[src/sv/mvsm_pkg.sv]
`timescale 1ns / 1ps
// ----------------------------------------------------------------------------
// mvsm_pkg
// Shared types and constants of the multi-voice sample mixer.
// ----------------------------------------------------------------------------
package mvsm_pkg;

	localparam int VOICE_COUNT_DEF  = 32;
	localparam int SAMPLE_DEPTH_DEF = 262144;

	// request codes
	localparam logic [1:0] REQ_LOAD  = 2'd0;
	localparam logic [1:0] REQ_START = 2'd1;
	localparam logic [1:0] REQ_TICK  = 2'd2;

	localparam int ADDR_IN_W = 18;
	localparam int FRAMES_W  = 19;
	localparam int GAIN_W    = 16;
	localparam int STEP_W    = 24;
	localparam int POS_W     = 35;
	localparam int FRAC_W    = 16;
	localparam int SMP_W     = 16;
	// base + 2*idx can exceed 2^20 and is truncated to 20 bits
	localparam int FULL_W    = 20;

	localparam logic signed [SMP_W-1:0] SAT_MAX = 16'sd32767;
	localparam logic signed [SMP_W-1:0] SAT_MIN = -16'sd32768;

	typedef struct packed {
		logic [ADDR_IN_W-1:0] base;
		logic [FRAMES_W-1:0]  len;
		logic                 stereo;
		logic [GAIN_W-1:0]    gain_r;
		logic [GAIN_W-1:0]    gain_l;
		logic [STEP_W-1:0]    step;
		logic [POS_W-1:0]     pos;
	} voice_rec_t;

	typedef struct packed {
		logic load;
		logic step;
	} red_ctl_t;

	typedef struct packed {
		logic clear;
		logic mul_en;
		logic mul_right;
		logic add_left;
		logic add_right;
	} mac_ctl_t;

endpackage

[src/sv/mvsm_addr_red.sv]
`timescale 1ns / 1ps
// ----------------------------------------------------------------------------
// mvsm_addr_red
// Reduces a word address modulo the sample depth, one compare/subtract a cycle while stepped.
// ----------------------------------------------------------------------------
module mvsm_addr_red import mvsm_pkg::*; #(
	parameter int SAMPLE_DEPTH = SAMPLE_DEPTH_DEF,
	localparam int AW = $clog2(SAMPLE_DEPTH),
	localparam int RW = ((FULL_W > AW) ? FULL_W : AW) + 1,
	localparam int STEPS = (FULL_W >= AW) ? (FULL_W - AW + 1) : 1,
	localparam int KW = (STEPS > 1) ? $clog2(STEPS) : 1
) (
	input  logic              clk,
	input  logic              arst_n,
	input  red_ctl_t          ctl,
	input  logic [FULL_W-1:0] addr_in,
	output logic              last,
	output logic [AW-1:0]     addr_out
);
	localparam logic [RW-1:0] DEPTH_W = RW'(SAMPLE_DEPTH);

	logic [RW-1:0] r_q;
	logic [KW-1:0] k_q;
	logic [RW-1:0] sub;

	assign sub      = DEPTH_W << k_q;
	assign last     = (k_q == '0);
	assign addr_out = r_q[AW-1:0];

	always_ff @(posedge clk or negedge arst_n) begin
		if (!arst_n) begin
			k_q <= '0;
		end else if (ctl.load) begin
			k_q <= KW'(STEPS - 1);
		end else if (ctl.step && !last) begin
			k_q <= k_q - 1'b1;
		end
	end

	always_ff @(posedge clk) begin
		if (ctl.load) begin
			r_q <= RW'(addr_in);
		end else if (ctl.step && (r_q >= sub)) begin
			r_q <= r_q - sub;
		end
	end
endmodule

[config.mk]
export PLATFORM = sky130hd
export DESIGN_NAME = mvsm_addr_red
export DESIGN_NICKNAME = d
export VERILOG_FILES = /design/src/sv/mvsm_pkg.sv /design/src/sv/mvsm_addr_red.sv
export SDC_FILE = /design/constraint.sdc
export NUM_CORES = 1
export LEC_CHECK = 0
export BUFFER_PORTS_ARGS = -buffer_cell sky130_fd_sc_hd__buf_2
export CAP_MARGIN = 30
export CORE_MARGIN = 1.5
export CORE_UTILIZATION = 45
export CTS_CLUSTER_DIAMETER = 50
export CTS_CLUSTER_SIZE = 28
export DETAILED_ROUTE_END_ITERATION = 16
export PLACE_DENSITY = 0.73
export SETUP_SLACK_MARGIN = 0.2
export SLEW_MARGIN = 10
export SYNTH_ARGS = -nofsm -noshare
export SYNTH_HDL_FRONTEND = slang
export SYNTH_SLANG_ARGS = --single-unit
export TNS_END_PERCENT = 20
[constraint.sdc]
create_clock -name clk -period 7 [get_ports clk]
set_input_delay 1.75 -clock clk [delete_from_list [all_inputs] [get_ports clk]]
set_output_delay 1.75 -clock clk [all_outputs]
set_load 0.01 [all_outputs]
# Yosys cells after proc, flatten, opt, wreduce, memory -nomap -nowiden
# Index checks and enable logic that the tools add are counted.
# W data, S select, Z words.
[totals] out_inout_bits=19 reg_bits=23 wordCells=17
[classes] reduce_logical=6 mux=4 n_lt_le_gt_ge=1 shift=1 addsub=2
[ops] cell="$mux W20" n=2
[ops] cell="$ge A21 B21 Y1" n=1
[ops] cell="$shl A19 B2 Y21 const A" n=1
[ops] cell="$sub A21 B21 Y21" n=1
[ops] cell="$mux W2" n=2
[ops] cell="$reduce_bool A2 Y1" n=2
[ops] cell="$logic_and A1 B1 Y1" n=2
[ops] cell="$logic_not A2 Y1" n=1
[ops] cell="$sub A2 B1 Y2 const B" n=1
[ops] cell="$logic_not A1 Y1" n=1

# Depth between registers and ports, before layout
# Gate-level depths: netlist of run 1.
[logic_depth] ltp_word=5 ltp_mapped=7 ltp_nobuf=7

# Worst setup path before layout of run 1
# Ideal clock, no wire load.
[synth_timing] path_kind="input to register" startpoint="input port ctl[1] (netlist name)" endpoint="register r_q[10] (enable)" setup_time_ns=0.397 setup_slack_ns=3.459 path_buffers=2 required_time_ns=6.603 stages=4 arrival_ns=3.144 path_cell_list="buf_2 -> clkbuf_1 -> nor2_1 -> a21oi_1"
[synth_between] elab_chain_cells=1
[synth_rtl] element="start, declared" line="mvsm_addr_red.sv:15" source="input red_ctl_t ctl,"
[synth_rtl] element="$reduce_bool A2 Y1 (no line)"
[synth_rtl] element="end signal, assigned" line="mvsm_addr_red.sv:42" source="r_q <= RW'(addr_in);"
[synth_rtl] element="end signal, assigned" line="mvsm_addr_red.sv:44" source="r_q <= r_q - sub;"
[synth_rtl] element="end, declared" line="mvsm_addr_red.sv:22" source="logic [RW-1:0] r_q;"
# Every way passes these cells.
# A chain may end at the register's enable or synchronous reset.

# Worst setup path in the final report of run 1
[layout_timing] startpoint="input port ctl[1] (netlist name)" endpoint="register r_q[4] (enable)"
# Same word-level chain as after synthesis.

==> impl_metrics.tcl, run 1 <==
set metrics [dict create \
    hold_slack_ps 552 \
    arrival_ps 3020 \
    final.fill_count 237 \
    fp.dieW_um 55.1 \
    drt-vias-per-instance 4.77 \
    ios 43 \
    rsz0062_at_grt "false" \
    hp-class "flip-flop to flip-flop" \
    crit_start "ctl[1]" \
    grt_max_degree 31 \
    rrSetupSlack_ps 4560 \
    synth_ff_type "edfxtp_1" \
    crit_fanout 30 \
    numCtsBuffers 3 \
    ys_warn_count 0 \
    clk_pin_slew_worst_paths_ps 110 \
    core_sq_um 2520 \
    ctsHoldBuffers 0 \
    p_int_uw 228 \
    finClkSkew_ps 3.67 \
    startpoint_type "primary input" \
    cts_setup_buffers 0 \
    p_comb_share_pct 23.1 \
    syn_inst 94 \
    finalSetupViolations 0 \
    finalHoldViolations 0 \
    syn_nets 124 \
    htree_levels 1 \
    fmax_ghz 0.324 \
    vias 706 \
    n_antenna_cell 0 \
    synth_seq_cells 23 \
    avgSynthCellArea_sq_um 13.0 \
    clock_path_buffers 2 \
    maxCapViolCount 0 \
    worst_slew_pin_slew_ps 862 \
    p_leak_uw 0.000588 \
    grt_pass1_vias 659 \
    timing.rr.start "k_q[0]" \
    drtIter0Drc 2 \
    cts-root-buf "clkbuf_4" \
    swShare_pct 25.8 \
    postRouteAntennaNets 0 \
    cp.required_ps 6930 \
    ff2ff_path_depth 7 \
    netlist_area_sq_um 1220 \
    cellPowerDensity_nw_per_um2 228 \
    dp_hpwl_mm 1.31 \
    outcome "complete, no violations" \
    crit_type "primary input to flip-flop" \
    ys_async_sr_fraction_pct 8.70 \
    power_frac_seq_pct 58.8 \
    cts_tree "done" \
    finish.utilization_pct 53.4 \
    layout-drive-gt1-share_pct 52.5 \
    syn2layout_area_growth_pct 10.3 \
    die_h_um 55.1 \
    dp_cells 144 \
    num-nets-final 149 \
    p_sw_uw 79.4 \
    period_share_pct 44.1 \
    slew_headroom_pct 42.5 \
    drt_pre_antenna_iters 2 \
    port_buffers 42 \
    grt_overflow_total 0 \
    ys_types 22 \
    cts_resized 0 \
    clockPowerShare_pct 18.1 \
    insertion_delay_ps 290 \
    routed_wl_mm 1.66 \
    grt_pass1_wl_mm 2.62 \
    setup_tns_ps 0 \
    end_kind "flip-flop" \
    stdcell_count 148 \
    ys_seq_area_share_pct 54.9 \
    r2r_end "r_q[4]" \
    initial_core_util_pct 48.4 \
    grt_usage_pct 12.3 \
    synth-edff-count 20 \
    wl_per_cell_um 11.2 \
    cp-endpoint "r_q[4]" \
    floorplan.rows 18 \
    dieArea_sq_um 3040 \
    ir_worst_vdd_mv 0.146 \
    gp_congestion 0.670 \
    antenna_found_initial 0 \
    maxSlewViolCount 0 \
    drcViolationCount 0 \
    post-route-min-period_ps 3090 \
    clock_sinks 23 \
]
flip-flops by register name, indices dropped and copies added (netlist names):
register	count
k_q	2
r_q	21
cells in the final DEF (no fill, tap or decap):
cell / n
a211o_1: 1
a21oi_1: 1
a21oi_2: 1
and2_1: 3
buf_2: 42
clkbuf_4: 3
clkinv_2: 1
dfrtp_1: 2
dfxtp_1: 1
edfxtp_1: 20
ha_1: 6
inv_1: 6
mux2_2: 15
nand2_1: 2
nor2_1: 5
nor3_1: 1
o21a_1: 1
o21ai_0: 2
o221a_1: 1
o31ai_1: 1
or2b_1: 1
or4b_1: 1
xnor2_1: 1
logic make-up (layout without fill, tap and decap cells):
| family | after synthesis | in the layout | share of synthesized area, % |
|---|---|---|---|
| flops | 23 | 23 | 54.9 |
| compound gates | 8 | 8 | 4.51 |
| buf+inv | 28 | 52 | 14.3 |
| fa+ha+maj | 6 | 6 | 6.15 |
| xor+xnor | 1 | 1 | 0.717 |
| mux | 15 | 15 | 13.8 |
| simple gates | 13 | 13 | 5.53 |
how the worst min path moves through the flow:
stage,slack (ps),to,cells past startpoint,startpoint
final,550,k_q[1],1,k_q[1]
after global routing,560,k_q[1],1,k_q[1]
after CTS,550,k_q[1],1,k_q[1]
after detailed placement,530,k_q[1],1,k_q[1]
after global placement,500,k_q[1],1,k_q[1]
after floorplan,490,k_q[1],1,k_q[1]
metal layers:
layer	global-route usage (%)	wire, um	up-vias
met2	20.0	797	24
met1	15.5	728	320
met5	0	0	-
met3	4.03	121	2
met4	3.66	15	0
li1	-	-	360
worst max-delay path, stage by stage:
cell	delay, ps
buf_2	450
nor2_1	120
a21oi_2	690
final cells by class:
class | instances | area, sq um | area share (%)
Clock buffer | 3 | 22.5 | 1.67
Inverter | 6 | 22.5 | 1.67
Tap cell | 30 | 37.5 | 2.79
Timing Repair Buffer | 42 | 210 | 15.6
Multi-Input combinational cell | 43 | 379 | 28.1
Clock inverter | 1 | 5.00 | 0.371
Sequential cell | 23 | 671 | 49.8
synthesized netlist by cell type (all sizes together) (2+ instances only):
library cell | count | area, sq um
edfxtp | 20 | 601
inv | 6 | 22.5
and2 | 3 | 18.8
mux2 | 15 | 169
nor2 | 5 | 18.8
clkbuf | 2 | 7.51
buf | 20 | 145
nand2 | 2 | 7.51
a21oi | 2 | 10.0
o21ai | 2 | 10.0
ha | 6 | 75.1
dfrtp | 2 | 50.1
stage by stage:
| step | power [uW] | setup WS (ps) | area (sq um) |
|---|---|---|---|
| after CTS | 313 | 3880 | 1350 |
| final | 307 | 3910 | 1350 |
| after global routing | 331 | 3740 | 1350 |
| after detailed placement | 256 | 3540 | 1320 |
| after global placement | 253 | 3590 | 1320 |
| after floorplan | 246 | 3460 | 1220 |
power groups by stage:
stage               Combinational [uW]  Clock [uW]  Sequential (uW)
global placement                  69.9           0              184
global route                      81.0        66.6              183
CTS                               72.3        59.9              181
finish                            70.9        55.8              181
floorplan                         63.2           0              182
detailed placement                72.1           0              184
(Power assumes the default switching activity.)
==> run 2: changes to the inputs <==
CORE_UTILIZATION = 44   (was 45)
PLACE_DENSITY = 0.75   (was 0.73)
clock period = 2.62 ns   (was 7 ns; I/O delays follow)
==> impl_metrics.tcl, run 2 (same netlist as run 1, synthesis figures left out) <==
set metrics [dict create \
    outcome "complete, no violations" \
    grt_overflow_total 0 \
    seq_area_sq_um 671 \
    floorplan.rows 18 \
    grt_max_degree 29 \
    regMostFlops "r_q" \
    finish.utilization_pct 54.3 \
    ios 43 \
    numCtsBuffers 3 \
    core_sq_um 2540 \
    dieArea_sq_um 3100 \
    drtIter0Drc 10 \
    setup_tns_ps 0 \
    rrSetupSlack_ps 420 \
    n_antenna_cell 0 \
    reg_top3 "r_q x21, k_q x2" \
    hold_slack_ps 122 \
    ir_worst_vdd_mv 0.300 \
    cp.required_ps 2690 \
    crit_type "flip-flop to flip-flop" \
    rsz0062_at_grt "false" \
    drcViolationCount 0 \
    cts-root-buf "clkbuf_4" \
    multi_input_area_sq_um 387 \
    syn2layout_area_growth_pct 13.1 \
    p_leak_uw 0.000601 \
    end_kind "flip-flop" \
    clock_path_buffers 2 \
    finalHoldViolations 0 \
    maxCapViolCount 0 \
    r2r_end "r_q[5]" \
    routed_wl_mm 1.76 \
    post-route-min-period_ps 2200 \
    drt_pre_antenna_iters 3 \
    htree_levels 1 \
    antenna_found_initial 0 \
    slew_headroom_pct 68.8 \
    final.fill_count 223 \
    cellPowerDensity_nw_per_um2 610 \
    vias 720 \
    hp-class "primary input to asynchronous set/reset pin" \
    mostFrequentLayoutCells "42 x buf_2, 20 x edfxtp_1, 15 x mux2_2" \
    dp_hpwl_mm 1.41 \
    port_buffers 42 \
    num-nets-final 151 \
    startpoint_type "flip-flop" \
    maxSlewViolCount 0 \
    finClkSkew_ps 4.12 \
    wl_per_cell_um 11.7 \
    grt_pass1_vias 713 \
    timing.rr.start "k_q[0]" \
    die_h_um 55.7 \
    ff2ff_path_depth 8 \
    layout_commonest_cell "buf_2" \
    grt_usage_pct 12.5 \
    finalSetupViolations 0 \
    largest_reg_flops 21 \
    cts_tree "done" \
    crit_fanout 16 \
    period_share_pct 84.1 \
    grt_pass1_wl_mm 3.07 \
    fmax_ghz 0.454 \
    clk_pin_slew_worst_paths_ps 110 \
    insertion_delay_ps 290 \
    ctsHoldBuffers 0 \
    drt-vias-per-instance 4.80 \
    clock_sinks 23 \
    layout-drive-gt1-share_pct 52.5 \
    fp.dieW_um 55.7 \
    worst_slew_pin_slew_ps 463 \
    initial_core_util_pct 48.0 \
    arrival_ps 2270 \
    postRouteAntennaNets 0 \
    gp_congestion 0.720 \
]
## run 2: cell count changes in the layout (fill, tap and decap cells not counted), sizes merged
cell | previous run | this run
buf | 42 | 44
clkbuf | 3 | 4
clkinv | 1 | 0
## run 2: cell type report
cell class	instances	share of cell area [%]
multi-input combinational	43	28.0
timing repair buffer	44	17.2
tap	30	2.72
inverter	6	1.63
clock buffer	4	1.90
sequential	23	48.6
## run 2: layer usage
metal  global-route usage (%)  vias up  wire [um]
met2                     20.2       21        837
met3                     2.09        2        108
li1                         -      364          -
met1                     17.0      333        797
met4                     4.18        0         18
met5                        0        -          0
## run 2: report_power, final
part | leakage, uW | internal, uW | switching [uW] | total, uW
sequential | 0.000226 | 463 | 20.2 | 483
clock | 0.0000150 | 59.1 | 92.1 | 151
combinational | 0.000360 | 101 | 107 | 208
total | 0.000601 | 623 | 219 | 842
## run 2: stage by stage
step / cell area, sq um / cells / setup slack [ps] / total power [uW]
2_1_floorplan: 1220 / 94 / 374 / 658
3_3_place_gp: 1330 / 145 / 275 / 679
3_5_place_dp: 1330 / 145 / 159 / 689
4_1_cts: 1360 / 149 / 369 / 844
5_1_grt: 1380 / 150 / 258 / 894
6_report: 1380 / 150 / 418 / 842
## run 2: how the worst max path moves through the flow
stage / from / end / slack (ps) / depth (start not counted)
after floorplan: k_q[0] / r_q[10] / 370 / 7
after global placement: k_q[0] / r_q[7] / 270 / 7
after detailed placement: k_q[0] / r_q[3] / 160 / 7
after CTS: k_q[0] / r_q[5] / 370 / 7
after global routing: k_q[0] / r_q[5] / 260 / 8
final: k_q[0] / r_q[5] / 420 / 8
## run 2: repair_timing
action,4_1_cts,5_1_grt
resized for setup,1,0
setup buffers,0,1
endpoints found under the hold margin,0,0
pin swaps,0,1
endpoints found under the setup margin,17,17
## run 2: worst max-delay path, stage by stage (launching register included)
cell and delay (ps):
dfrtp_1 400, inv_1 120, ha_1 190, inv_1 50
ha_1 320, o21a_1 210, o21ai_0 390, a21oi_4 130
buf_12 170
==> run 3: changes to the inputs <==
clock period = 2 ns   (was 2.62 ns; I/O delays follow)
==> impl_metrics.tcl, run 3 (same netlist as run 1, synthesis figures left out) <==
set metrics [dict create \
    maxSlewViolCount 0 \
    arrival_ps 1990 \
    drt_pre_antenna_iters 4 \
    layout_commonest_cell "buf_2" \
    slew_headroom_pct 66.1 \
    vias 816 \
    postRouteAntennaNets 0 \
    rsz0062_at_grt "true" \
    hp-class "primary input to flip-flop" \
    outcome "complete, no violations" \
    routed_wl_mm 2.36 \
    total_power_uw 1310 \
    wl_per_cell_um 14.2 \
    end_kind "flip-flop" \
    drt-vias-per-instance 4.92 \
    reg_top3 "r_q x21, k_q x2" \
    final_cell_area_sq_um 1610 \
    setup_tns_ps 0 \
    fp.dieW_um 55.7 \
    crit_type "flip-flop to flip-flop" \
    num-nets-final 167 \
    grt_pass1_vias 818 \
    clk_pin_slew_worst_paths_ps 120 \
    cts-root-buf "clkbuf_4" \
    numCtsBuffers 3 \
    dp_hpwl_mm 1.52 \
    ir_worst_vdd_mv 0.483 \
    syn2layout_area_growth_pct 32.0 \
    htree_levels 1 \
    cp.required_ps 2040 \
    mostFrequentLayoutCells "42 x buf_2, 20 x edfxtp_1, 15 x mux2_2" \
    cellPowerDensity_nw_per_um2 812 \
    clock_path_buffers 2 \
    drcViolationCount 0 \
    drtIter0Drc 17 \
    stdcell_count 166 \
    ios 43 \
    finalSetupViolations 0 \
    insertion_delay_ps 300 \
    p_leak_uw 0.000697 \
    n_antenna_cell 0 \
    core_sq_um 2540 \
    finalHoldViolations 0 \
    finClkSkew_ps 1.97 \
    cts_tree "done" \
    post_dp_cell_area_sq_um 1380 \
    grt_pass1_wl_mm 3.76 \
    port_buffers 42 \
    dp_cells 146 \
    grt_overflow_total 0 \
    antenna_found_initial 0 \
    regMostFlops "r_q" \
    maxCapViolCount 0 \
    final.fill_count 189 \
    gp_congestion 0.781 \
    grt_max_degree 26 \
    fmax_ghz 0.514 \
    grt_usage_pct 16.0 \
    crit_fanout 8 \
    die_h_um 55.7 \
    floorplan.rows 18 \
    period_share_pct 97.3 \
    worst_slew_pin_slew_ps 508 \
    clock_sinks 23 \
    hold_slack_ps 474 \
    startpoint_type "flip-flop" \
    largest_reg_flops 21 \
    post-route-min-period_ps 1950 \
    layout-drive-gt1-share_pct 64.0 \
    dieArea_sq_um 3100 \
    initial_core_util_pct 48.0 \
]
run 3: cell count changes in the layout (fill, tap and decap cells not counted), sizes merged:
| cell | before | now |
|---|---|---|
| buf | 44 | 59 |
| dlygate4sd3 | 0 | 1 |
run 3: timing repair:
item | CTS | global route
hold endpoints to repair | 2 | 0
pin swaps | 5 | 4
gates cloned | 2 | 0
gates resized for setup | 9 | 1
setup buffers | 9 | 4
setup endpoints to repair | 18 | 19
hold buffers | 1 | 0
run 3: final timing paths:
kind	slack, ps	depth (start not counted)	endpoint	startpoint
worst max-delay path	50	9	r_q[14]	k_q[1]
worst min-delay path	470	2	r_q[2]	addr_in[2]
worst max register to register	50	9	r_q[14]	k_q[1]
worst min register to register	590	1	r_q[16]	r_q[16]
max in group asynchronous	1420	2	k_q[1]	arst_n
min in group asynchronous	490	2	k_q[0]	arst_n
run 3: per-layer routing:
metal  share of wire (%)  wire, um  global-route usage, %
met5                   0         0                      0
met4                0.51        12                   5.23
met3                 4.8       114                   2.09
met2                  53      1250                   28.2
met1                  42       991                   20.0
run 3: through the flow:
step / setup slack, ps / util [%]
2_1_floorplan: 91.8 / -
3_3_place_gp: 142 / 54.4
3_5_place_dp: 117 / 54.4
4_1_cts: 125 / 62.0
5_1_grt: 8.57 / 63.3
6_report: 54.4 / 63.3
run 3: area by class of cell:
cell class / instances / area [sq um] / area share (%)
inverter: 6 / 25.0 / 1.55
multi-input combinational: 43 / 440 / 27.3
timing repair buffer: 60 / 412 / 25.5
sequential: 23 / 671 / 41.6
clock buffer: 4 / 26.3 / 1.63
tap: 30 / 37.5 / 2.33
run 3: report_power, final:
group	switching [uW]	internal [uW]
registers	31.8	607
logic	194	261
clock network	138	77.8
total	363	946
run 3: worst max-delay path: stages (launching register included):
cell,delay (ps)
dfrtp_1,410
inv_2,100
ha_4,140
inv_2,40
ha_4,250
o21a_1,170
o21ai_2,100
a21oi_4,210
buf_6,140
buf_16,120
