File: config.mk
export PLATFORM = sky130hd
export DESIGN_NAME = mvsm_mac
export DESIGN_NICKNAME = d
export VERILOG_FILES = /design/src/sv/mvsm_pkg.sv /design/src/sv/mvsm_mac.sv
export SDC_FILE = /design/constraint.sdc
export NUM_CORES = 1
export LEC_CHECK = 0
export ABC_AREA = 1
export BUFFER_PORTS_ARGS = -buffer_cell sky130_fd_sc_hd__buf_4
export CORE_AREA = 3 3 161 163
export CTS_BUF_LIST = sky130_fd_sc_hd__clkbuf_16
export DETAILED_ROUTE_END_ITERATION = 8
export DIE_AREA = 0 0 164 166
export PLACE_DENSITY = 0.71
export SLEW_MARGIN = 20
export SYNTH_ARGS = -nofsm -noshare
export SYNTH_HDL_FRONTEND = slang
export SYNTH_SLANG_ARGS = --single-unit
export TNS_END_PERCENT = 20
File: constraint.sdc
create_clock -name clk -period 8 [get_ports clk]
set_clock_uncertainty 0.15 [all_clocks]
set_input_delay 2.4 -clock clk [delete_from_list [all_inputs] [get_ports clk]]
set_output_delay 2.4 -clock clk [all_outputs]
set_load 0.02 [all_outputs]
File: src/sv/mvsm_pkg.sv
`timescale 1ns / 1ps
// ----------------------------------------------------------------------------
// mvsm_pkg
// Shared types and constants of the multi-voice sample mixer.
// ----------------------------------------------------------------------------
package mvsm_pkg;

	localparam int VOICE_COUNT_DEF  = 32;
	localparam int SAMPLE_DEPTH_DEF = 262144;

	// request codes
	localparam logic [1:0] REQ_LOAD  = 2'd0;
	localparam logic [1:0] REQ_START = 2'd1;
	localparam logic [1:0] REQ_TICK  = 2'd2;

	localparam int ADDR_IN_W = 18;
	localparam int FRAMES_W  = 19;
	localparam int GAIN_W    = 16;
	localparam int STEP_W    = 24;
	localparam int POS_W     = 35;
	localparam int FRAC_W    = 16;
	localparam int SMP_W     = 16;
	// base + 2*idx can exceed 2^20 and is truncated to 20 bits
	localparam int FULL_W    = 20;

	localparam logic signed [SMP_W-1:0] SAT_MAX = 16'sd32767;
	localparam logic signed [SMP_W-1:0] SAT_MIN = -16'sd32768;

	typedef struct packed {
		logic [ADDR_IN_W-1:0] base;
		logic [FRAMES_W-1:0]  len;
		logic                 stereo;
		logic [GAIN_W-1:0]    gain_r;
		logic [GAIN_W-1:0]    gain_l;
		logic [STEP_W-1:0]    step;
		logic [POS_W-1:0]     pos;
	} voice_rec_t;

	typedef struct packed {
		logic load;
		logic step;
	} red_ctl_t;

	typedef struct packed {
		logic clear;
		logic mul_en;
		logic mul_right;
		logic add_left;
		logic add_right;
	} mac_ctl_t;

endpackage

File: src/sv/mvsm_mac.sv
`timescale 1ns / 1ps
// ----------------------------------------------------------------------------
// mvsm_mac
// Shared gain multiplier and saturating stereo accumulator.
// ----------------------------------------------------------------------------
module mvsm_mac import mvsm_pkg::*; (
	input  logic                    clk,
	input  logic                    arst_n,
	input  mac_ctl_t                ctl,
	input  logic signed [SMP_W-1:0] sample_l,
	input  logic signed [SMP_W-1:0] sample_r,
	input  logic [GAIN_W-1:0]       gain_l,
	input  logic [GAIN_W-1:0]       gain_r,
	output logic signed [SMP_W-1:0] acc_left,
	output logic signed [SMP_W-1:0] acc_right
);
	localparam int PW = SMP_W + GAIN_W + 1;
	localparam int SW = PW - 12;

	logic signed [PW-1:0]    prod_q;
	logic signed [SMP_W-1:0] mul_a;
	logic signed [GAIN_W:0]  mul_b;
	logic signed [PW-1:0]    biased;
	logic signed [SW-1:0]    scaled;
	logic signed [SW:0]      sum;
	logic signed [SMP_W-1:0] acc_sel;
	logic signed [SMP_W-1:0] sat;

	assign mul_a = ctl.mul_right ? sample_r : sample_l;
	assign mul_b = $signed({1'b0, (ctl.mul_right ? gain_r : gain_l)});

	// divide by 4096 rounding toward zero
	assign biased  = prod_q[PW-1] ? (prod_q + PW'(4095)) : prod_q;
	assign scaled  = biased[PW-1:12];
	assign acc_sel = ctl.add_right ? acc_right : acc_left;
	assign sum     = (SW+1)'(acc_sel) + (SW+1)'(scaled);

	always_comb begin
		if (sum > (SW+1)'(SAT_MAX)) begin
			sat = SAT_MAX;
		end else if (sum < (SW+1)'(SAT_MIN)) begin
			sat = SAT_MIN;
		end else begin
			sat = sum[SMP_W-1:0];
		end
	end

	always_ff @(posedge clk) begin
		if (ctl.mul_en) begin
			prod_q <= PW'(mul_a * mul_b);
		end
	end

	always_ff @(posedge clk or negedge arst_n) begin
		if (!arst_n) begin
			acc_left  <= '0;
			acc_right <= '0;
		end else if (ctl.clear) begin
			acc_left  <= '0;
			acc_right <= '0;
		end else if (ctl.add_left) begin
			acc_left <= sat;
		end else if (ctl.add_right) begin
			acc_right <= sat;
		end
	end
endmodule

# After elaboration in Yosys (flattened, before gate mapping)
# Index checks and enable logic that the tools add are counted.
word_totals:
  word_cells: 23
  input_bits: 71
  ff_bits: 65
classes:
  n_eq_ne: 1
  addsub: 2
  n_mux: 11
  magnitude_cmp: 2
  reduce_logical: 3
  multipliers: 1
ops:
  columns: ["operator", "n"]
  rows:
  - ["2-to-1 mux 16 bit", 10]
  - ["adder 33 x 13 -> 33 bit (second input constant)", 1]
  - ["multiplier 16 x 17 -> 33 bit", 1]
  - ["2-to-1 mux 33 bit", 1]
  - ["adder 16 x 21 -> 22 bit", 1]
  - ["> comparator 22 x 16 -> 1 bit (second input constant)", 1]
  - ["< comparator 22 x 16 -> 1 bit (second input constant)", 1]
  - ["nonzero test 2 bit", 2]
  - ["inequality test 2 x 1 -> 1 bit (second input constant)", 1]
  - ["AND reduction 2 bit", 1]

# Depth between registers and ports, before layout
# Gate-level depths: netlist of the first run.
depth:
  ltp_word: 9
  mapped_depth: 32
  mapped_depth_nobuf: 31

# Worst setup path before layout of the first run
# No wires, ideal clock.
synth_path:
  path_type: "input -> register"
  start: "input port ctl[2] (netlist bit)"
  end: "register prod_q[31], data pin"
  n_path_buf: 3
  setup_slack_ns: -0.481
  t_arrival_ns: 8.068
  setup_time_ns: 0.262
  cell_stages: 24
  required_ns: 7.588
  cell_sequence: "buf_2 > buf_2 > buf_2 > o21ai_1 > clkinv_1 > nand2_1 > fa_1 > fa_1 > fa_1 > inv_1 > fa_1 > fa_1 > inv_1 > fa_1 > inv_1 > ha_1 > a21o_1 > a21boi_0 > nand3_1 > a21oi_1 > inv_1 > a21o_1 > a21oi_1 > xor2_1"
synth_between:
  elab_chain_cells: 2
synth_lines:
  columns: ["element", "line_no", "rtl"]
  rows:
  - ["from (decl)", "mvsm_mac.sv:9", "input mac_ctl_t ctl,"]
  - ["2-to-1 mux 16 bit (on tied branches)", "mvsm_mac.sv:29, mvsm_mac.sv:30", null]
  - ["multiplier 16 x 17 -> 33 bit *", "mvsm_mac.sv:50", "prod_q <= PW'(mul_a * mul_b);"]
  - ["to (signal assigned)", "mvsm_mac.sv:50", null]
  - ["to (decl)", "mvsm_mac.sv:20", "logic signed [PW-1:0] prod_q;"]
# Every way passes the cells marked *; elsewhere a longest branch is shown, timed or not.
# A chain may end at the register's enable or synchronous reset.

# Final worst setup path of the first run
layout_path:
  start: "input port ctl[2] (netlist bit)"
  end: "register prod_q[21], data pin"
# The elaborated chain is that of the path after synthesis.

==> results of run 1 <==
-- through the flow --
step | util, % | setup TNS (ps)
floorplan | - | -2.982
global placement | 66.13 | -2042
detailed placement | 66.13 | -3052
CTS | 67.24 | 0
global route | 68.05 | -49.68
finish | 68.05 | 0
-- state kept, by name, summed over array words and instances, names as in the netlist --
signal / cells
acc_right: 16
prod_q: 33
acc_left: 16
-- layout make-up --
type,count,share of cell area [%]
inverters,416,9.463
repair buffers,285,13.64
clock buffers,9,1.353
multi-input cells,1287,62.07
flip-flops and latches,65,10.76
well taps,324,2.435
clock inverters,7,0.2781
-- cells by family after synthesis --
group | share of synthesized area (%)
simple gates | 22.34
buf+inv | 12.74
compound gates | 5.333
flops | 13.24
xor+xnor | 4.132
mux | 0.07395
fa+ha+maj | 42.15
-- per-layer routing --
metal / vias to the layer above / GRT usage (%)
met5: - / 0
met4: 0 / 14.20
met3: 83 / 2.794
met2: 429 / 51.70
met1: 5788 / 37.26
li1: 5943 / -
-- repair_timing --
item / in CTS / in global routing
gates resized for setup: 0 / 40
buffers inserted: 0 / 5
endpoints found under the setup margin: 0 / 15
-- cells in the final DEF (no fill, tap or decap), types with 3 or more instances in the layout --
master and count:
a21oi_1 45, nand4_1 15, edfxtp_1 33, buf_12 7, a31oi_1 3, buf_4 273, ha_1 138, inv_2 5
a21oi_2 12, nand2_2 9, dfrtp_1 32, clkinv_2 5, nand2_1 467, xor2_1 33, inv_4 5, nor3_1 10
xnor2_1 29, ha_4 6, o21ai_1 14, clkinv_1 3, fa_1 193, inv_1 402, o21bai_1 4, nand3_1 47
clkbuf_16 10, nand3_2 4, o21ai_2 14, nand3b_1 5, nor2_2 10, nor2_1 177, buf_8 3, o21ai_0 16
o21ai_4 8
-- worst paths after layout --
| check | start | to | slack (ps) | depth (start not counted) |
|---|---|---|---|---|
| hold reg to reg | acc_right[5] | acc_right[5] | 350 | 2 |
| max in group asynchronous | arst_n | acc_right[2] | 5540 | 1 |
| setup / recovery | ctl[2] | prod_q[21] | 180 | 25 |
| min in group asynchronous | arst_n | acc_right[3] | 1860 | 1 |
| setup reg to reg | prod_q[2] | acc_left[11] | 3490 | 27 |
| hold / removal | acc_right[5] | acc_right[5] | 350 | 2 |
-- tightest hold or removal path, stage by stage, from the launching register on --
cell	delay (ps)
dfrtp_1	360
nand2_1	60
nand2_1	50
==> flow_metrics.env, run 1 <==
export IMPL_antenna_left=0
export IMPL_yosysWarnings=0
export IMPL_vias=12240
export IMPL_dpl_cell_area_sq_um=16180
export IMPL_io_pins=103
export IMPL_fin_nets=2474
export IMPL_grt_pass1_wl_um=64140
export IMPL_cp_common_cell="fa_1"
export IMPL_htreeDepth=3
export IMPL_drt_iter0_markers=1139
export IMPL_cts_made_buffers=9
export IMPL_wl_met2_um=19330
export IMPL_fillers=2090
export IMPL_worst_pin_slew_ps=927.5
export IMPL_port_buffers=102
export IMPL_dr_pass1_iters=6
export IMPL_yosysMostFrequentCell="nand2_1"
export IMPL_cp_slowest_stage_delay_ps=560
export IMPL_wl_met1_um=15820
export IMPL_ys_top_cells_by_area="fa_1 29%, ha_1 13%, nand2_1 13%"
export IMPL_start_util_pct=55.34
export IMPL_clock_path_buffers=2
export IMPL_slew_violations=0
export IMPL_rows=57
export IMPL_drive_gt1_share_pct=18.61
export IMPL_cp_end_kind="flip-flop"
export IMPL_wl_per_cell_um=16.42
export IMPL_grt_antenna_before_repair=0
export IMPL_synth_enable_flop_cells=33
export IMPL_ys_seq_elements=65
export IMPL_place_inst=2371
export IMPL_final_setup_viol_count=0
export IMPL_clock_latency_ps=330
export IMPL_grt_max_degree=34
export IMPL_path_max_fanout=22
export IMPL_gp_congestion=0.9721
export IMPL_grt_usage_pct=29.81
export IMPL_async_flop_share_pct=49.23
export IMPL_cp_num_buf_inv=10
export IMPL_clkSinkCount=65
export IMPL_synth_nets=2213
export IMPL_viasPerCell=5.116
export IMPL_cp_slowest_cell="fa_1"
export IMPL_fmax_mhz=127.8
export IMPL_wl_met3_um=2042
export IMPL_final_min_clock_period_ps=7823
export IMPL_fin_ws_ps=177.2
export IMPL_min_path_type="flip-flop to flip-flop"
export IMPL_regArea_sq_um=1792
export IMPL_netlist_instances=1803
export IMPL_design_area_sq_um=16650
export IMPL_ctsHoldBuffers=0
export IMPL_drc=0
export IMPL_netlist_area_sq_um=13540
export IMPL_clk_pin_slew_ps=60
export IMPL_wl_um=39300
export IMPL_dp_hpwl_um=34040
export IMPL_dieArea_sq_um=27220
export IMPL_crit_arrival_ps=7750
export IMPL_finalCritPeriodShare_pct=97.78
export IMPL_top_layer_used="met4"
export IMPL_status="finished, final reports clean"
export IMPL_holdWs_ps=354.5
export IMPL_preCtsSetupSlack_ps=-308.4
export IMPL_synth_common_cells="468 x nand2_1, 409 x inv_1, 195 x fa_1"
export IMPL_synth_seq_area_share_pct=13.24
export IMPL_startpoint_type="input pin"
export IMPL_core_sq_um=24460
export IMPL_ys_flop_type="edfxtp_1"
export IMPL_synth_top_area_share_pct=28.84
export IMPL_die_w_um=164
export IMPL_area_growth_pct=22.98
export IMPL_multi_input_area_sq_um=10330
export IMPL_relSlewSlack_pct=38.10
export IMPL_worstSetupPathType="input pin to flip-flop"
export IMPL_ys_types=42
export IMPL_globalRoute_totalOverflow=0
export IMPL_yosys_area_top_type="fa_1"
export IMPL_required_ps=7920
export IMPL_fin_cells=2393
export IMPL_num_antenna_cells=0
export IMPL_die_y_um=166
export IMPL_avgSynthCellArea_sq_um=7.508
export IMPL_cap_violations=0
export IMPL_critPathTopFamily="adder cells"
export IMPL_hold_viol=0
export IMPL_root_buffer="clkbuf_16"
export IMPL_cts_tree="done"
export IMPL_grt_pass1_vias=12850
Power of run 1 is left out: the tool's default activity adds up to more than one toggle a clock period on the data nets, which glitch-free logic cannot reach.
==> inputs of run 2 (changes only) <==
--- a/config.mk
+++ b/config.mk
@@ -7,10 +7,10 @@
 export LEC_CHECK = 0
 export ABC_AREA = 1
 export BUFFER_PORTS_ARGS = -buffer_cell sky130_fd_sc_hd__buf_4
-export CORE_AREA = 3 3 161 163
+export CORE_AREA = 3 3 192 138
 export CTS_BUF_LIST = sky130_fd_sc_hd__clkbuf_16
 export DETAILED_ROUTE_END_ITERATION = 8
-export DIE_AREA = 0 0 164 166
+export DIE_AREA = 0 0 195 141
 export PLACE_DENSITY = 0.71
 export SLEW_MARGIN = 20
 export SYNTH_ARGS = -nofsm -noshare
==> run 2 against run 1 <==
Net effect: via count increased by 2.4%; global-route usage increased by 0.58 points; critical path type unchanged; count of clock-buffer cells in the layout increased by 1.
==> flow_metrics.env, run 2 (same netlist as run 1, synthesis figures left out) <==
export IMPL_cp_slowest_cell="fa_1"
export IMPL_grt_usage_pct=30.39
export IMPL_crit_arrival_ps=7750
export IMPL_antenna_left=0
export IMPL_drive_gt1_share_pct=18.38
export IMPL_worstSetupPathType="input pin to flip-flop"
export IMPL_clock_path_buffers=2
export IMPL_grt_antenna_before_repair=0
export IMPL_largestRegisters="prod_q x33, acc_left x16, acc_right x16"
export IMPL_fmax_mhz=128.0
export IMPL_dr_pass1_iters=5
export IMPL_fin_util_pct=67.50
export IMPL_fillers=2160
export IMPL_dp_hpwl_um=34600
export IMPL_grt_max_degree=34
export IMPL_final_common_cell="nand2_1"
export IMPL_core_sq_um=24620
export IMPL_start_util_pct=54.97
export IMPL_drt_iter0_markers=1069
export IMPL_required_ps=7940
export IMPL_clock_latency_ps=340
export IMPL_startpoint_type="input pin"
export IMPL_dieArea_sq_um=27500
export IMPL_rsz0062_at_grt="true"
export IMPL_final_min_clock_period_ps=7814
export IMPL_fin_nets=2473
export IMPL_rows=48
export IMPL_globalRoute_totalOverflow=0
export IMPL_vias=12530
export IMPL_area_growth_pct=22.78
export IMPL_grt_pass1_vias=12490
export IMPL_design_area_sq_um=16620
export IMPL_cp_end_kind="flip-flop"
export IMPL_relSlewSlack_pct=37.61
export IMPL_cts_tree="done"
export IMPL_cp_num_buf_inv=9
export IMPL_hold_viol=0
export IMPL_die_y_um=141
export IMPL_dpl_cell_area_sq_um=16120
export IMPL_worst_pin_slew_ps=934.8
export IMPL_critPathTopFamily="adder cells"
export IMPL_io_pins=103
export IMPL_wl_um=40140
export IMPL_r2r_slack_ps=3410
export IMPL_drc=0
export IMPL_cp_common_cell="fa_1"
export IMPL_port_buffers=102
export IMPL_min_path_type="flip-flop to flip-flop"
export IMPL_grt_pass1_wl_um=65620
export IMPL_viasPerCell=5.237
export IMPL_largest_reg_flops=33
export IMPL_clk_pin_slew_ps=60
export IMPL_clkSinkCount=65
export IMPL_top_register="prod_q"
export IMPL_htreeDepth=3
export IMPL_final_setup_viol_count=0
export IMPL_cap_violations=0
export IMPL_die_w_um=195
export IMPL_cp_slowest_stage_delay_ps=540
export IMPL_slew_violations=0
export IMPL_status="finished, final reports clean"
export IMPL_num_antenna_cells=0
export IMPL_final_cell_mix="467 x nand2_1, 397 x inv_1, 274 x buf_4"
export IMPL_finalCritPeriodShare_pct=97.68
export IMPL_gp_congestion=0.9803
export IMPL_wl_per_cell_um=16.77
export IMPL_path_max_fanout=21
export IMPL_root_buffer="clkbuf_16"
export IMPL_cts_made_buffers=9
export IMPL_ctsHoldBuffers=0
[run 2: cell count changes in the layout (fill, tap and decap cells not counted), moves of 2 or more]
cell | before | now
inv_6 | 1 | 3
a21oi_2 | 12 | 10
inv_2 | 5 | 8
buf_8 | 3 | 0
nor2_1 | 177 | 180
buf_12 | 7 | 5
nor2_2 | 10 | 7
buf_6 | 1 | 4
o21ai_2 | 14 | 8
inv_1 | 402 | 397
o21ai_1 | 14 | 19
[run 2: final timing paths]
path / startpoint / to / depth (start not counted)
worst max-delay path: ctl[2] / prod_q[29] / 25
worst min-delay path: acc_right[12] / acc_right[12] / 2
worst max register to register: prod_q[2] / acc_left[9] / 29
worst min register to register: acc_right[12] / acc_right[12] / 2
max in group asynchronous: arst_n / acc_left[11] / 1
min in group asynchronous: arst_n / acc_right[9] / 1
[run 2: area by class of cell]
| type | instances | area [sq um] | share of cell area, % |
|---|---|---|---|
| Clock inverter | 6 | 45.04 | 0.2710 |
| Clock buffer | 10 | 250.2 | 1.506 |
| Inverter | 416 | 1579 | 9.500 |
| Timing Repair Buffer | 284 | 2227 | 13.40 |
| Tap cell | 325 | 406.6 | 2.447 |
| Sequential cell | 65 | 1792 | 10.78 |
| Multi-Input combinational cell | 1287 | 10320 | 62.10 |
[run 2: routing by layer]
layer,up-vias,track usage [%],part of all wire [%]
li1,5940,-,-
met1,6064,46.25,47
met2,479,43.21,40
met3,48,9.771,12
met4,0,4.799,1.4
met5,-,0,0
[run 2: metrics by stage]
| step | std cells | setup slack (ps) | setup TNS (ps) | hold WS (ps) |
|---|---|---|---|---|
| after global placement | 2369 | -376.0 | -3811 | 346.7 |
| after global routing | 2393 | -32.01 | -94.31 | 386.4 |
| after CTS | 2388 | 7.465 | 0 | 367.3 |
| after floorplan | 1803 | -2.700 | -2.982 | 451.9 |
| final | 2393 | 186.0 | 0 | 372.6 |
| after detailed placement | 2369 | -418.2 | -4210 | 350.4 |
[run 2: worst min-delay path: cells and delay by family, from the launching register on]
kind / cells / cell delay [ps]
flops: 1 / 380
simple gates: 2 / 110
[run 2: what timing repair did]
action                     in CTS  in global routing
resized for setup               1                 37
buffers inserted                3                  4
setup endpoints to repair       5                 16
pin swaps                       1                  9
gates cloned                    0                  1
Power of run 2 is left out for the same reason.
==> inputs of run 3 (changes only) <==
--- a/config.mk
+++ b/config.mk
@@ -6,12 +6,12 @@
 export NUM_CORES = 1
 export LEC_CHECK = 0
 export ABC_AREA = 1
-export BUFFER_PORTS_ARGS = -buffer_cell sky130_fd_sc_hd__buf_4
 export CORE_AREA = 3 3 192 138
 export CTS_BUF_LIST = sky130_fd_sc_hd__clkbuf_16
 export DETAILED_ROUTE_END_ITERATION = 8
 export DIE_AREA = 0 0 195 141
-export PLACE_DENSITY = 0.71
+export DONT_BUFFER_PORTS = 1
+export PLACE_DENSITY = 0.7
 export SLEW_MARGIN = 20
 export SYNTH_ARGS = -nofsm -noshare
 export SYNTH_HDL_FRONTEND = slang
==> run 3 against run 2 <==
Net effect: flip-flop and latch count is the same; count of clock-buffer cells in the layout is the same; worst setup slack gained 50 ps; non-clock buffer count shrank 182; largest cell class unchanged; highest routed layer unchanged.
==> flow_metrics.env, run 3 (same netlist as run 1, synthesis figures left out) <==
export IMPL_status="finished, final reports clean"
export IMPL_top_register="prod_q"
export IMPL_cp_end_kind="flip-flop"
export IMPL_area_growth_pct=11.96
export IMPL_fin_nets=2291
export IMPL_fmax_mhz=128.8
export IMPL_worst_pin_slew_ps=948.8
export IMPL_viasPerCell=5.327
export IMPL_cts_tree="done"
export IMPL_largestRegisters="prod_q x33, acc_left x16, acc_right x16"
export IMPL_start_util_pct=54.97
export IMPL_finalSetupTns_ps=0
export IMPL_clkSinkCount=65
export IMPL_cts_made_buffers=9
export IMPL_final_common_cell="nand2_1"
export IMPL_largest_reg_flops=33
export IMPL_core_sq_um=24620
export IMPL_finalCritPeriodShare_pct=97.05
export IMPL_antenna_left=0
export IMPL_grt_pass1_vias=12020
export IMPL_die_y_um=141
export IMPL_vias=11780
export IMPL_grt_pass1_wl_um=64200
export IMPL_fillers=2241
export IMPL_dpl_cell_area_sq_um=14840
export IMPL_htreeDepth=3
export IMPL_path_max_fanout=63
export IMPL_cp_slowest_cell="fa_1"
export IMPL_crit_arrival_ps=7700
export IMPL_globalRoute_totalOverflow=0
export IMPL_min_path_type="flip-flop to flip-flop"
export IMPL_rows=48
export IMPL_path_cells="o21ai_1 -> buf_4 -> nor2_1 -> fa_1 -> inv_1 -> fa_1 -> inv_1 -> fa_1 -> fa_1 -> fa_1 -> inv_1 -> fa_1 -> inv_1 -> ha_1 -> nand2_2 -> nor4_4 -> nand4_1 -> nand3_2 -> a31oi_1 -> xor2_1"
export IMPL_grt_antenna_before_repair=0
export IMPL_post_cts_buffers=0
export IMPL_clock_latency_ps=350
export IMPL_grt_max_degree=64
export IMPL_port_buffers=0
export IMPL_cp_common_cell="fa_1"
export IMPL_final_setup_viol_count=0
export IMPL_drt_iter0_markers=1138
export IMPL_final_min_clock_period_ps=7764
export IMPL_design_area_sq_um=15160
export IMPL_relSlewSlack_pct=36.68
export IMPL_wl_per_cell_um=17.62
export IMPL_gp_congestion=0.9740
export IMPL_grt_usage_pct=29.73
export IMPL_drc=0
export IMPL_root_buffer="clkbuf_16"
export IMPL_io_pins=103
export IMPL_wl_um=38960
export IMPL_clk_pin_slew_ps=70
export IMPL_clock_path_buffers=2
export IMPL_dr_pass1_iters=5
export IMPL_cap_violations=0
export IMPL_final_cell_mix="467 x nand2_1, 402 x inv_1, 195 x fa_1"
export IMPL_num_antenna_cells=0
export IMPL_slew_violations=0
export IMPL_startpoint_type="input pin"
export IMPL_drive_gt1_share_pct=9.703
export IMPL_required_ps=7940
export IMPL_dieArea_sq_um=27500
export IMPL_rsz0062_at_grt="false"
export IMPL_cp_slowest_stage_delay_ps=630
export IMPL_dp_hpwl_um=33200
export IMPL_hold_viol=0
export IMPL_die_w_um=195
export IMPL_worstSetupPathType="input pin to flip-flop"
[run 3: critical path, delay by kind of cell]
kind                     cells  cell delay, ps
AO/OA/AOI/OAI                2             360
XOR/XNOR                     1             150
adder cells (fa/ha/maj)      7            3340
buffers and inverters        5             490
AND/OR/NAND/NOR              5             940
[run 3: area by class of cell]
type                       instances  area [sq um]  area share, %
timing repair buffer             102         828.3          5.465
multi-input combinational       1287         10260          67.71
clock inverter                     6         46.29         0.3055
clock buffer                      10         250.2          1.651
sequential                        65          1792          11.82
inverter                         416          1570          10.36
tap                              325         406.6          2.683
[run 3: final timing paths]
kind | from | end | slack [ps] | cells after the start
worst max-delay path | ctl[2] | prod_q[30] | 240 | 20
max in group asynchronous | arst_n | acc_left[12] | 6020 | 0
min in group asynchronous | arst_n | acc_right[10] | 1590 | 0
worst max register to register | prod_q[2] | acc_left[10] | 3430 | 27
worst min-delay path | acc_right[14] | acc_right[14] | 510 | 2
worst min register to register | acc_right[14] | acc_right[14] | 510 | 2
[run 3: metal layers]
layer | GRT usage [%] | vias up | routed length, um
li1 | - | 5584 | -
met1 | 44.87 | 5675 | 18450
met2 | 41.96 | 460 | 15480
met3 | 10.25 | 60 | 4375
met4 | 5.099 | 0 | 660
met5 | 0 | - | 0
[run 3: what timing repair did]
| action | 4_1_cts | 5_1_grt |
|---|---|---|
| setup endpoints to repair | 2 | 10 |
| hold buffers | 0 | 0 |
| gates resized for setup | 1 | 5 |
| pin swaps | 0 | 1 |
[run 3: through the flow]
stage	setup slack, ps	hold WS, ps	util, %	cells
after floorplan	-2.700	451.9	-	1803
after global placement	-318.4	489.1	60.25	2195
after detailed placement	-412.1	491.9	60.25	2195
after CTS	91.73	505.2	61.46	2211
after global routing	2.006	530.1	61.55	2211
final	236.1	507.9	61.55	2211
Power of run 3 is left out for the same reason.
